File: src/sv/ttrd_pkg.sv
package ttrd_pkg;

  typedef struct packed {
    logic [7:0] data_byte;
    logic       packet_last;
  } frame_item_t;

  typedef struct packed {
    logic [7:0]  fragment_byte;
    logic        byte_valid;
    logic [4:0]  tls_type;
    logic [15:0] record_version;
    logic [15:0] record_length;
    logic        record_first;
    logic        record_end;
    logic        record_drop;
  } record_item_t;

  typedef enum logic [6:0] {
    PH_ETH  = 7'b0000001,
    PH_VLAN = 7'b0000010,
    PH_IP   = 7'b0000100,
    PH_TCP  = 7'b0001000,
    PH_RHDR = 7'b0010000,
    PH_FRAG = 7'b0100000,
    PH_SKIP = 7'b1000000
  } phase_t;

  localparam logic [15:0] ETH_TYPE_VLAN   = 16'h8100;
  localparam logic [15:0] ETH_TYPE_IPV4   = 16'h0800;
  localparam logic [15:0] ETH_TYPE_HI_POS = 16'd12;
  localparam logic [15:0] ETH_TYPE_LO_POS = 16'd13;
  localparam logic [15:0] VLAN_TYPE_HI_POS = 16'd16;
  localparam logic [15:0] VLAN_TYPE_LO_POS = 16'd17;
  localparam logic [15:0] IP_START_PLAIN  = 16'd14;
  localparam logic [15:0] IP_START_VLAN   = 16'd18;
  localparam logic [15:0] IP_PROTO_POS    = 16'd9;
  localparam logic [15:0] TCP_OFFSET_POS  = 16'd12;
  localparam logic [15:0] HDR_MIN_LAST    = 16'd19;
  localparam logic [7:0]  PROTO_TCP       = 8'd6;
  localparam logic [3:0]  HDR_MIN_WORDS   = 4'd5;
  localparam logic [7:0]  TLS_TYPE_MIN    = 8'd20;
  localparam logic [7:0]  TLS_TYPE_MAX    = 8'd23;
  localparam logic [2:0]  RHDR_LAST_COUNT = 3'd4;

endpackage

File: src/sv/tcp_tls_record_deframer_core.sv
// TCP/TLS record deframer.
// frame_* channel: one Ethernet frame byte per transfer, packet_last on the
// final byte. Untagged or single-VLAN IPv4/TCP frames are parsed; the TCP
// payload is cut into TLS records and each fragment byte goes out on the
// record_* channel tagged with type, version and length. Empty records give
// one result without data; a record cut by the frame end is marked drop.
// Throughput: one byte per cycle while frame_stall is low. Each byte is
// decoded by counters and compares against the parse state in the cycle of
// its transfer; its result (if any) is registered for the record_* channel.
// Stall: the output register holds a stalled result; one more result lands
// in a skid register, and frame_stall rises while the skid register is full.
// Reset clears the parse state and empties both result registers; the
// first frame byte is taken in the cycle after rst falls.
module tcp_tls_record_deframer_core #(
  parameter int MAX_PACKET_BYTES = 65535
) (
  input  logic                  clk,
  input  logic                  rst,
  input  logic                  frame_valid,
  output logic                  frame_stall,
  input  ttrd_pkg::frame_item_t frame_item,
  output logic                  record_valid,
  input  logic                  record_stall,
  output ttrd_pkg::record_item_t record_item
);

  ttrd_pkg::phase_t parse_phase, parse_phase_next;
  logic [15:0] byte_position, byte_position_next;
  logic [15:0] ether_type, ether_type_next;
  logic [15:0] layer_start, layer_start_next;
  logic [5:0]  layer_header_length, layer_header_length_next;
  logic [31:0] record_header_bytes, record_header_bytes_next;
  logic [2:0]  record_header_count, record_header_count_next;
  logic [15:0] fragment_remaining, fragment_remaining_next;
  logic [4:0]  record_type, record_type_next;

  ttrd_pkg::record_item_t skid_item;
  logic                   skid_valid;
  ttrd_pkg::record_item_t result;

  logic        accept;
  logic        overlong;
  logic [15:0] rel;
  logic [16:0] rel_inc;
  logic [7:0]  b;
  logic        emit;
  logic [7:0]  emit_byte;
  logic        emit_valid, emit_first, emit_end, emit_drop;
  logic [31:0] hdr_shift;

  assign frame_stall = skid_valid;
  assign accept      = frame_valid && !frame_stall;
  assign b           = frame_item.data_byte;
  assign rel         = byte_position - layer_start;
  assign rel_inc     = {1'b0, rel} + 17'd1;
  assign overlong    = byte_position >= 16'(MAX_PACKET_BYTES);
  assign hdr_shift   = {record_header_bytes[23:0], b};

  always_comb begin
    parse_phase_next         = parse_phase;
    byte_position_next       = byte_position;
    ether_type_next          = ether_type;
    layer_start_next         = layer_start;
    layer_header_length_next = layer_header_length;
    record_header_bytes_next = record_header_bytes;
    record_header_count_next = record_header_count;
    fragment_remaining_next  = fragment_remaining;
    record_type_next         = record_type;
    emit       = 1'b0;
    emit_byte  = 8'd0;
    emit_valid = 1'b0;
    emit_first = 1'b0;
    emit_end   = 1'b0;
    emit_drop  = 1'b0;

    if (overlong) begin
      // close an open fragment with a byteless drop result
      if (parse_phase == ttrd_pkg::PH_FRAG) begin
        emit      = 1'b1;
        emit_drop = 1'b1;
      end
      parse_phase_next = ttrd_pkg::PH_SKIP;
    end else begin
      case (parse_phase)
        ttrd_pkg::PH_ETH: begin
          if (byte_position == ttrd_pkg::ETH_TYPE_HI_POS) begin
            ether_type_next = {b, 8'd0};
          end else if (byte_position == ttrd_pkg::ETH_TYPE_LO_POS) begin
            ether_type_next = {ether_type[15:8], b};
            if ({ether_type[15:8], b} == ttrd_pkg::ETH_TYPE_VLAN) begin
              parse_phase_next = ttrd_pkg::PH_VLAN;
            end else if ({ether_type[15:8], b} == ttrd_pkg::ETH_TYPE_IPV4) begin
              parse_phase_next = ttrd_pkg::PH_IP;
              layer_start_next = ttrd_pkg::IP_START_PLAIN;
            end else begin
              parse_phase_next = ttrd_pkg::PH_SKIP;
            end
          end
        end
        ttrd_pkg::PH_VLAN: begin
          if (byte_position == ttrd_pkg::VLAN_TYPE_HI_POS) begin
            ether_type_next = {b, 8'd0};
          end else if (byte_position == ttrd_pkg::VLAN_TYPE_LO_POS) begin
            ether_type_next = {ether_type[15:8], b};
            if ({ether_type[15:8], b} == ttrd_pkg::ETH_TYPE_IPV4) begin
              parse_phase_next = ttrd_pkg::PH_IP;
              layer_start_next = ttrd_pkg::IP_START_VLAN;
            end else begin
              parse_phase_next = ttrd_pkg::PH_SKIP;
            end
          end
        end
        ttrd_pkg::PH_IP: begin
          if (rel == 16'd0) begin
            if (b[3:0] < ttrd_pkg::HDR_MIN_WORDS) begin
              parse_phase_next = ttrd_pkg::PH_SKIP;
            end else begin
              layer_header_length_next = {b[3:0], 2'b00};
            end
          end else if (rel == ttrd_pkg::IP_PROTO_POS && b != ttrd_pkg::PROTO_TCP) begin
            parse_phase_next = ttrd_pkg::PH_SKIP;
          end else if (rel >= ttrd_pkg::HDR_MIN_LAST &&
                       rel_inc == {11'd0, layer_header_length}) begin
            parse_phase_next         = ttrd_pkg::PH_TCP;
            layer_start_next         = byte_position + 16'd1;
            layer_header_length_next = 6'd0;
          end
        end
        ttrd_pkg::PH_TCP: begin
          if (rel == ttrd_pkg::TCP_OFFSET_POS) begin
            if (b[7:4] < ttrd_pkg::HDR_MIN_WORDS) begin
              parse_phase_next = ttrd_pkg::PH_SKIP;
            end else begin
              layer_header_length_next = {b[7:4], 2'b00};
            end
          end else if (rel >= ttrd_pkg::HDR_MIN_LAST &&
                       rel_inc == {11'd0, layer_header_length}) begin
            parse_phase_next         = ttrd_pkg::PH_RHDR;
            record_header_count_next = 3'd0;
          end
        end
        ttrd_pkg::PH_RHDR: begin
          if (record_header_count == 3'd0) begin
            if (!(b inside {[ttrd_pkg::TLS_TYPE_MIN:ttrd_pkg::TLS_TYPE_MAX]})) begin
              parse_phase_next = ttrd_pkg::PH_SKIP;
            end else begin
              record_type_next         = b[4:0];
              record_header_bytes_next = 32'd0;
              record_header_count_next = 3'd1;
            end
          end else begin
            record_header_bytes_next = hdr_shift;
            record_header_count_next = record_header_count + 3'd1;
            if (record_header_count == ttrd_pkg::RHDR_LAST_COUNT) begin
              record_header_count_next = 3'd0;
              fragment_remaining_next  = hdr_shift[15:0];
              if (hdr_shift[15:0] == 16'd0) begin
                emit       = 1'b1;
                emit_first = 1'b1;
                emit_end   = 1'b1;
              end else begin
                parse_phase_next = ttrd_pkg::PH_FRAG;
              end
            end
          end
        end
        ttrd_pkg::PH_FRAG: begin
          emit       = 1'b1;
          emit_byte  = b;
          emit_valid = 1'b1;
          emit_first = fragment_remaining == record_header_bytes[15:0];
          emit_end   = fragment_remaining == 16'd1;
          emit_drop  = frame_item.packet_last && (fragment_remaining != 16'd1);
          fragment_remaining_next = fragment_remaining - 16'd1;
          if (fragment_remaining == 16'd1) begin
            parse_phase_next         = ttrd_pkg::PH_RHDR;
            record_header_count_next = 3'd0;
          end
        end
        default: begin
        end
      endcase
      byte_position_next = byte_position + 16'd1;
    end

    result.fragment_byte  = emit_byte;
    result.byte_valid     = emit_valid;
    result.tls_type       = record_type_next;
    result.record_version = record_header_bytes_next[31:16];
    result.record_length  = record_header_bytes_next[15:0];
    result.record_first   = emit_first;
    result.record_end     = emit_end;
    result.record_drop    = emit_drop;

    // frame end returns all per-packet state to its reset value
    if (frame_item.packet_last) begin
      parse_phase_next         = ttrd_pkg::PH_ETH;
      byte_position_next       = 16'd0;
      ether_type_next          = 16'd0;
      layer_start_next         = 16'd0;
      layer_header_length_next = 6'd0;
      record_header_bytes_next = 32'd0;
      record_header_count_next = 3'd0;
      fragment_remaining_next  = 16'd0;
      record_type_next         = 5'd0;
    end
  end

  always_ff @(posedge clk) begin
    if (rst) begin
      parse_phase         <= ttrd_pkg::PH_ETH;
      byte_position       <= 16'd0;
      ether_type          <= 16'd0;
      layer_start         <= 16'd0;
      layer_header_length <= 6'd0;
      record_header_bytes <= 32'd0;
      record_header_count <= 3'd0;
      fragment_remaining  <= 16'd0;
      record_type         <= 5'd0;
    end else if (accept) begin
      parse_phase         <= parse_phase_next;
      byte_position       <= byte_position_next;
      ether_type          <= ether_type_next;
      layer_start         <= layer_start_next;
      layer_header_length <= layer_header_length_next;
      record_header_bytes <= record_header_bytes_next;
      record_header_count <= record_header_count_next;
      fragment_remaining  <= fragment_remaining_next;
      record_type         <= record_type_next;
    end
  end

  always_ff @(posedge clk) begin
    if (rst) begin
      record_valid <= 1'b0;
      skid_valid   <= 1'b0;
    end else if (!record_valid || !record_stall) begin
      // output register frees up: refill from skid first, else from the new byte
      if (skid_valid) begin
        record_valid <= 1'b1;
        skid_valid   <= 1'b0;
      end else begin
        record_valid <= accept && emit;
      end
    end else if (accept && emit) begin
      skid_valid <= 1'b1;
    end
  end

  always_ff @(posedge clk) begin
    if (!record_valid || !record_stall) begin
      record_item <= skid_valid ? skid_item : result;
    end
    if (record_valid && record_stall && accept && emit) begin
      skid_item <= result;
    end
  end

`ifndef NO_ASSERTIONS
  a_skid_implies_out: assert property (@(posedge clk) disable iff (rst)
    skid_valid |-> record_valid)
    else $error("skid register full while output register empty");

  a_skid_only_on_stall: assert property (@(posedge clk) disable iff (rst)
    $rose(skid_valid) |-> $past(record_valid && record_stall))
    else $error("skid register filled without a stalled output");

  a_empty_record_shape: assert property (@(posedge clk) disable iff (rst)
    (record_valid && !record_item.byte_valid && !record_item.record_drop)
      |-> (record_item.record_first && record_item.record_end))
    else $error("byteless result that is neither empty record nor drop");

  a_end_drop_exclusive: assert property (@(posedge clk) disable iff (rst)
    record_valid |-> !(record_item.record_end && record_item.record_drop))
    else $error("record marked both complete and dropped");
`endif

endmodule
File: config.mk
export PLATFORM = sky130hd
export DESIGN_NAME = tcp_tls_record_deframer_core
export DESIGN_NICKNAME = d
export VERILOG_FILES = /design/src/sv/ttrd_pkg.sv /design/src/sv/tcp_tls_record_deframer_core.sv
export SDC_FILE = /design/constraint.sdc
export NUM_CORES = 1
export LEC_CHECK = 0
export BUFFER_PORTS_ARGS = -buffer_cell sky130_fd_sc_hd__buf_2
export CORE_MARGIN = 1.5
export CORE_UTILIZATION = 55
export DETAILED_ROUTE_END_ITERATION = 8
export PLACE_DENSITY = 0.73
export SYNTH_ARGS = -nofsm -noshare
export SYNTH_HDL_FRONTEND = slang
export SYNTH_SLANG_ARGS = --single-unit
File: constraint.sdc
create_clock -name clk -period 9.33 [get_ports clk]
set_input_delay 0.4665 -clock clk [delete_from_list [all_inputs] [get_ports clk]]
set_output_delay 0.4665 -clock clk [all_outputs]
set_load 0.1 [all_outputs]
After elaboration in Yosys (flattened, before gate mapping)
Cells that the tools add are included.

word-level totals
  bits in registers = 209
  output and inout port bits = 51

operators by class
  equality and inequality tests = 56
  multiplexer cells = 93
  $add $sub $neg = 5
  reductions and logical operators = 30
  order comparisons = 6

operators with widths
  kind                                                               count
  16-bit two-way mux                                                 22
  32-bit two-way mux                                                 5
  7-bit two-way mux                                                  20
  16-bit by 4-bit == test with 1-bit output, second input constant   4
  16-bit one-hot mux with 2 select lines                             2
  3-bit inequality test, second input constant                       18
  49-bit two-way mux                                                 1
  6-bit two-way mux                                                  8
  16-bit one-hot mux with 3 select lines                             1
  7-bit one-hot mux with 6 select lines                              1
  16-bit by 5-bit == test with 1-bit output, second input constant   2
  16-bit logical NOT                                                 2
  8-bit two-way mux                                                  4
  4-bit inequality test, second input constant                       8
  5-bit inequality test, second input constant                       6
  5-bit two-way mux                                                  5
  3-bit two-way mux                                                  8
  16-bit by 1-bit adder with 17-bit output, second input constant    1
  17-bit by 6-bit == test with 1-bit output                          1
  16-bit by 1-bit adder with 16-bit output, second input constant    1
  16-bit by 1-bit == test with 1-bit output, second input constant   1
  16-bit by 12-bit == test with 1-bit output, second input constant  1
  16-bit == test                                                     1
  16-bit == test, second input constant                              1
  other kinds (39)                                                   66

Longest topological paths before layout
  word-level depth = 10
  mapped depth = 15

Least setup slack after synthesis
No wires, ideal clock.

  path kind = flip-flop to flip-flop
  start = register record_valid
  end = register skid_item[0] (netlist name), enable pin
  arrival = 6.122 ns
  stages on the path, launching flop included = 3
  setup slack = 2.679 ns
  cell sequence = dfxtp_1 nand2_1 a211oi_1

on the way
  longest elaborated chain between the ends = 3

ends and longest elaborated chain
  item                            RTL line                             RTL
  start, declared                 tcp_tls_record_deframer_core.sv:22   output logic record_valid,
  start signal, assigned          tcp_tls_record_deframer_core.sv:243  record_valid <= accept && emit;
  1-bit logical AND (3 in a row)  tcp_tls_record_deframer_core.sv:254  if (record_valid && record_stall && accept && emit) begin
  end signal, assigned            tcp_tls_record_deframer_core.sv:255  skid_item <= result;
  end, declared                   tcp_tls_record_deframer_core.sv:37   ttrd_pkg::record_item_t skid_item;

No other way between the ends.
A chain may end at the register's enable or synchronous reset.

Worst setup path in the final report
  start = register byte_position[0]
  end = register layer_start[14]

on the way
  longest elaborated chain between the ends = 7
  elaborated cells between the ends (all ways) = 29
  classes of those cells = 3 x add/sub; 2 x order compare; 14 x eq/ne; 6 x mux; 4 x reduce/logical

ends and longest elaborated chain
  item                                                                                              RTL line                             RTL
  start, declared                                                                                   tcp_tls_record_deframer_core.sv:28   logic [15:0] byte_position, byte_position_next;
  start signal, assigned                                                                            tcp_tls_record_deframer_core.sv:222  byte_position <= byte_position_next;
  parallel branches: the longest is 7 deep, another holds 16-bit by 1-bit adder with 17-bit output  -
  end signal, assigned                                                                              tcp_tls_record_deframer_core.sv:224  layer_start <= layer_start_next;
  end, declared                                                                                     tcp_tls_record_deframer_core.sv:30   logic [15:0] layer_start, layer_start_next;

Parallel ways; which one is timed is not known. The select of a mux whose other input is x is not followed.

==> results_dict.tcl <==
set metrics [dict create \
    status "finished clean" \
    area_growth_pct 10.9 \
    crit_family "compound AO/OA/AOI/OAI gates" \
    drive_gt1_share_pct 16.3 \
    firstDrtPassIters 5 \
    max_stage_delay_ns 0.64 \
    synthesis.nets 1152 \
    cts_setup_buffers 0 \
    leakage_uw 0.00461 \
    ant_nets 0 \
    setup-violations-final 0 \
    synth_common_cells "113 x nor2_1, 109 x dfxtp_1, 98 x edfxtp_1, 87 x nand2_1, 81 x a21oi_1" \
    max_slew_margin_pct 23.7 \
    setup.worst_path.class "flop to flop" \
    dp_hpwl_um 17900 \
    num_vias 8745 \
    hold_path_depth 2 \
    synthArstFlopShare_pct 0 \
    yosys.area_share.simple_pct 17.5 \
    die_h_um 143 \
    drc 0 \
    fin_area_um2 12000 \
    synth.most_common_cell "nor2_1" \
    finalNonFillerCells 1424 \
    synth_cell_types 76 \
    grt_pass1_wl_um 42400 \
    drt-wirelength-per-cell_um 18.3 \
    rr_worst_depth 13 \
    fin_util_pct 61.9 \
    grt_use_total_pct 25.9 \
    cts_tree "yes" \
    maxCapViolCount 0 \
    ios 64 \
    r2r_slack_ns 4.58 \
    hold_violations 0 \
    wl_um 26100 \
    min_path_type "input pin to flop" \
    cp-start-kind "flop" \
    slowest_stage "a211o_1" \
    tightest_slew_ns 1.14 \
    grt_overflow 0 \
    ys_ff_latch 207 \
    worstPathRequired_ns 9.75 \
    timing.rr.start "byte_position[0]$_SDFFE_PP0P_" \
    hold_buffers 0 \
    crit_buf_inv 1 \
    clkSinkCount 207 \
    drt-vias-per-instance 6.14 \
    synthCells 1116 \
    vdd.ir_drop.worst_uv 104 \
    path_cells "inv_1 -> ha_1 -> fa_1 -> nand2b_2 -> a211oi_4 -> o211ai_1 -> a31oi_1 -> o2111ai_1 -> nor4_2 -> nand4_1 -> a211o_1 -> or4_1 -> a21oi_1" \
    finalClockSkew_ns 0.0289 \
    report.final.slew_viol_count 0 \
    rows 51 \
    synth_seq_area_share_pct 47.5 \
    yosysWarnings 0 \
    muxShareOfSynthArea_pct 6.32 \
    min_to "record_type[0]$_SDFFE_PP0P_" \
    antenna_found_initial 1 \
    critPathArrivalTime_ns 5.17 \
    worstReg2RegEnd "layer_start[14]$_SDFFE_PP0P_" \
    ys_top_cells_by_area "edfxtp_1 27%, dfxtp_1 20%, mux2_2 5.1%, nor2_1 3.9%, a21oi_1 3.8%" \
    cts_root_buf "clkbuf_16" \
    power_uw 1900 \
    cp_max_fo 29 \
    chipWidth_um 143 \
    powerDensity_nw_per_um2 159 \
    grt_pass1_vias 8196 \
    rsz0062_at_grt "false" \
    fin_nets 1178 \
    avgSynthCellArea_um2 9.67 \
    hp-start "rst" \
    cts.clk_slew.worst_paths_ns 0.06 \
    start_util_pct 55.8 \
    core_um2 19300 \
    layout_min_cycle_time_ns 4.75 \
    cts_buffers 22 \
    cts_resized 0 \
    gp_congestion 0.919 \
    synth_fa_ha_area_share_pct 2.74 \
    max_freq_ghz 0.210 \
    cp-end-kind "flop" \
    io_buffers 63 \
    die_area_um2 20500 \
    synth-xor-area-share_pct 3.60 \
    post-route-period-util_pct 51.0 \
    dpl.cell_count 1383 \
    timing.setup.tns_ns 0 \
    synthesis.area_um2 10800 \
    placed_cell_area_um2 11300 \
    synth_edf_count 98 \
    cts-htree-levels 1 \
    clock_latency_ns 0.52 \
    synth_top_area_share_pct 27.3 \
    synth_ff_type "dfxtp_1" \
    synth_top_family_by_area "compound AO/OA/AOI/OAI gates" \
    fillers 1630 \
    drt_iter0_drc 723 \
    synth_compound_area_share_pct 18.5 \
    synth_top_area_cell "edfxtp_1" \
    grt_max_degree 88 \
    ctsLongestPathBuffers 3 \
]
==> metrics by stage <==
step / hold slack (ns) / setup WS (ns)
3_5_place_dp: 0.449 / 4.69
4_1_cts: 0.302 / 4.62
5_1_grt: 0.324 / 4.17
2_1_floorplan: 0.432 / 2.68
6_report: 0.309 / 4.58
3_3_place_gp: 0.440 / 4.82
==> kinds of logic after synthesis <==
| family | after synthesis |
|---|---|
| AOI/OAI and AO/OA | 290 |
| and+or+nand+nor | 385 |
| DFF | 207 |
| adders and majority gates | 23 |
| xor gates and xnor gates | 42 |
| buffers and inverters | 107 |
| muxes | 62 |
==> cell usage in the layout (no fill, tap or decap), drive strengths merged, types with 5 or more instances in the layout <==
cell / n
xor2: 24
mux2i: 13
nor3: 34
buf: 78
o31ai: 5
nor4: 17
and3: 17
a21oi: 82
inv: 33
mux2: 49
a22o: 36
a2111oi: 5
clkinv: 9
a31oi: 6
xnor2: 17
nand3: 37
o21a: 5
clkbuf: 27
o211ai: 8
nand2b: 12
or3: 13
ha: 22
a21o: 5
nor3b: 10
a211oi: 6
nor2: 113
and2: 7
o21ai: 50
nand4: 14
edfxtp: 98
a22oi: 46
nand2: 87
dfxtp: 109
==> state kept, by name, summed over array words and instances (netlist names) <==
name                 flops
skid_item               49
frame_stall              1
record_item             49
record_header_bytes     32
record_valid             1
record_header_count      3
parse_phase              7
ether_type               8
fragment_remaining      16
layer_header_length      4
layer_start             16
record_type              5
byte_position           16
==> metal layers <==
| layer | track usage (%) | share of wire (%) | up-vias |
|---|---|---|---|
| met5 | 0 | 0 | - |
| met4 | 6.89 | 2.0 | 0 |
| met3 | 3.69 | 6.0 | 53 |
| met2 | 42.4 | 47 | 299 |
| met1 | 35.8 | 45 | 4201 |
| li1 | - | - | 4192 |
==> worst max path at each step <==
stage	from	end	slack, ns	cells after the start
2_1_floorplan	record_valid$_SDFFE_PP0P_	skid_item[0]$_DFFE_PP_	2.68	2
3_3_place_gp	byte_position[0]$_SDFFE_PP0P_	layer_start[14]$_SDFFE_PP0P_	4.82	13
3_5_place_dp	byte_position[0]$_SDFFE_PP0P_	layer_start[9]$_SDFFE_PP0P_	4.69	13
4_1_cts	byte_position[0]$_SDFFE_PP0P_	layer_start[9]$_SDFFE_PP0P_	4.62	13
5_1_grt	byte_position[0]$_SDFFE_PP0P_	layer_start[14]$_SDFFE_PP0P_	4.17	13
6_report	byte_position[0]$_SDFFE_PP0P_	layer_start[14]$_SDFFE_PP0P_	4.58	13
==> power by group <==
group	total [uW]	switching (uW)	leakage [uW]	internal, uW
clock network	819	369	0.000329	450
logic	130	87.9	0.00245	41.8
registers	949	3.76	0.00184	945
==> cell type report <==
type / count / area [um^2] / share of cell area [%]
multi-input combinational: 802 / 5290 / 44.2
sequential: 207 / 5130 / 42.8
clock buffer: 27 / 579 / 4.84
timing repair buffer: 78 / 428 / 3.58
tap: 265 / 332 / 2.77
inverter: 31 / 116 / 0.972
clock inverter: 13 / 98.8 / 0.826
antenna: 1 / 2.50 / 0.0209
Power figures use the tool's default switching activity.
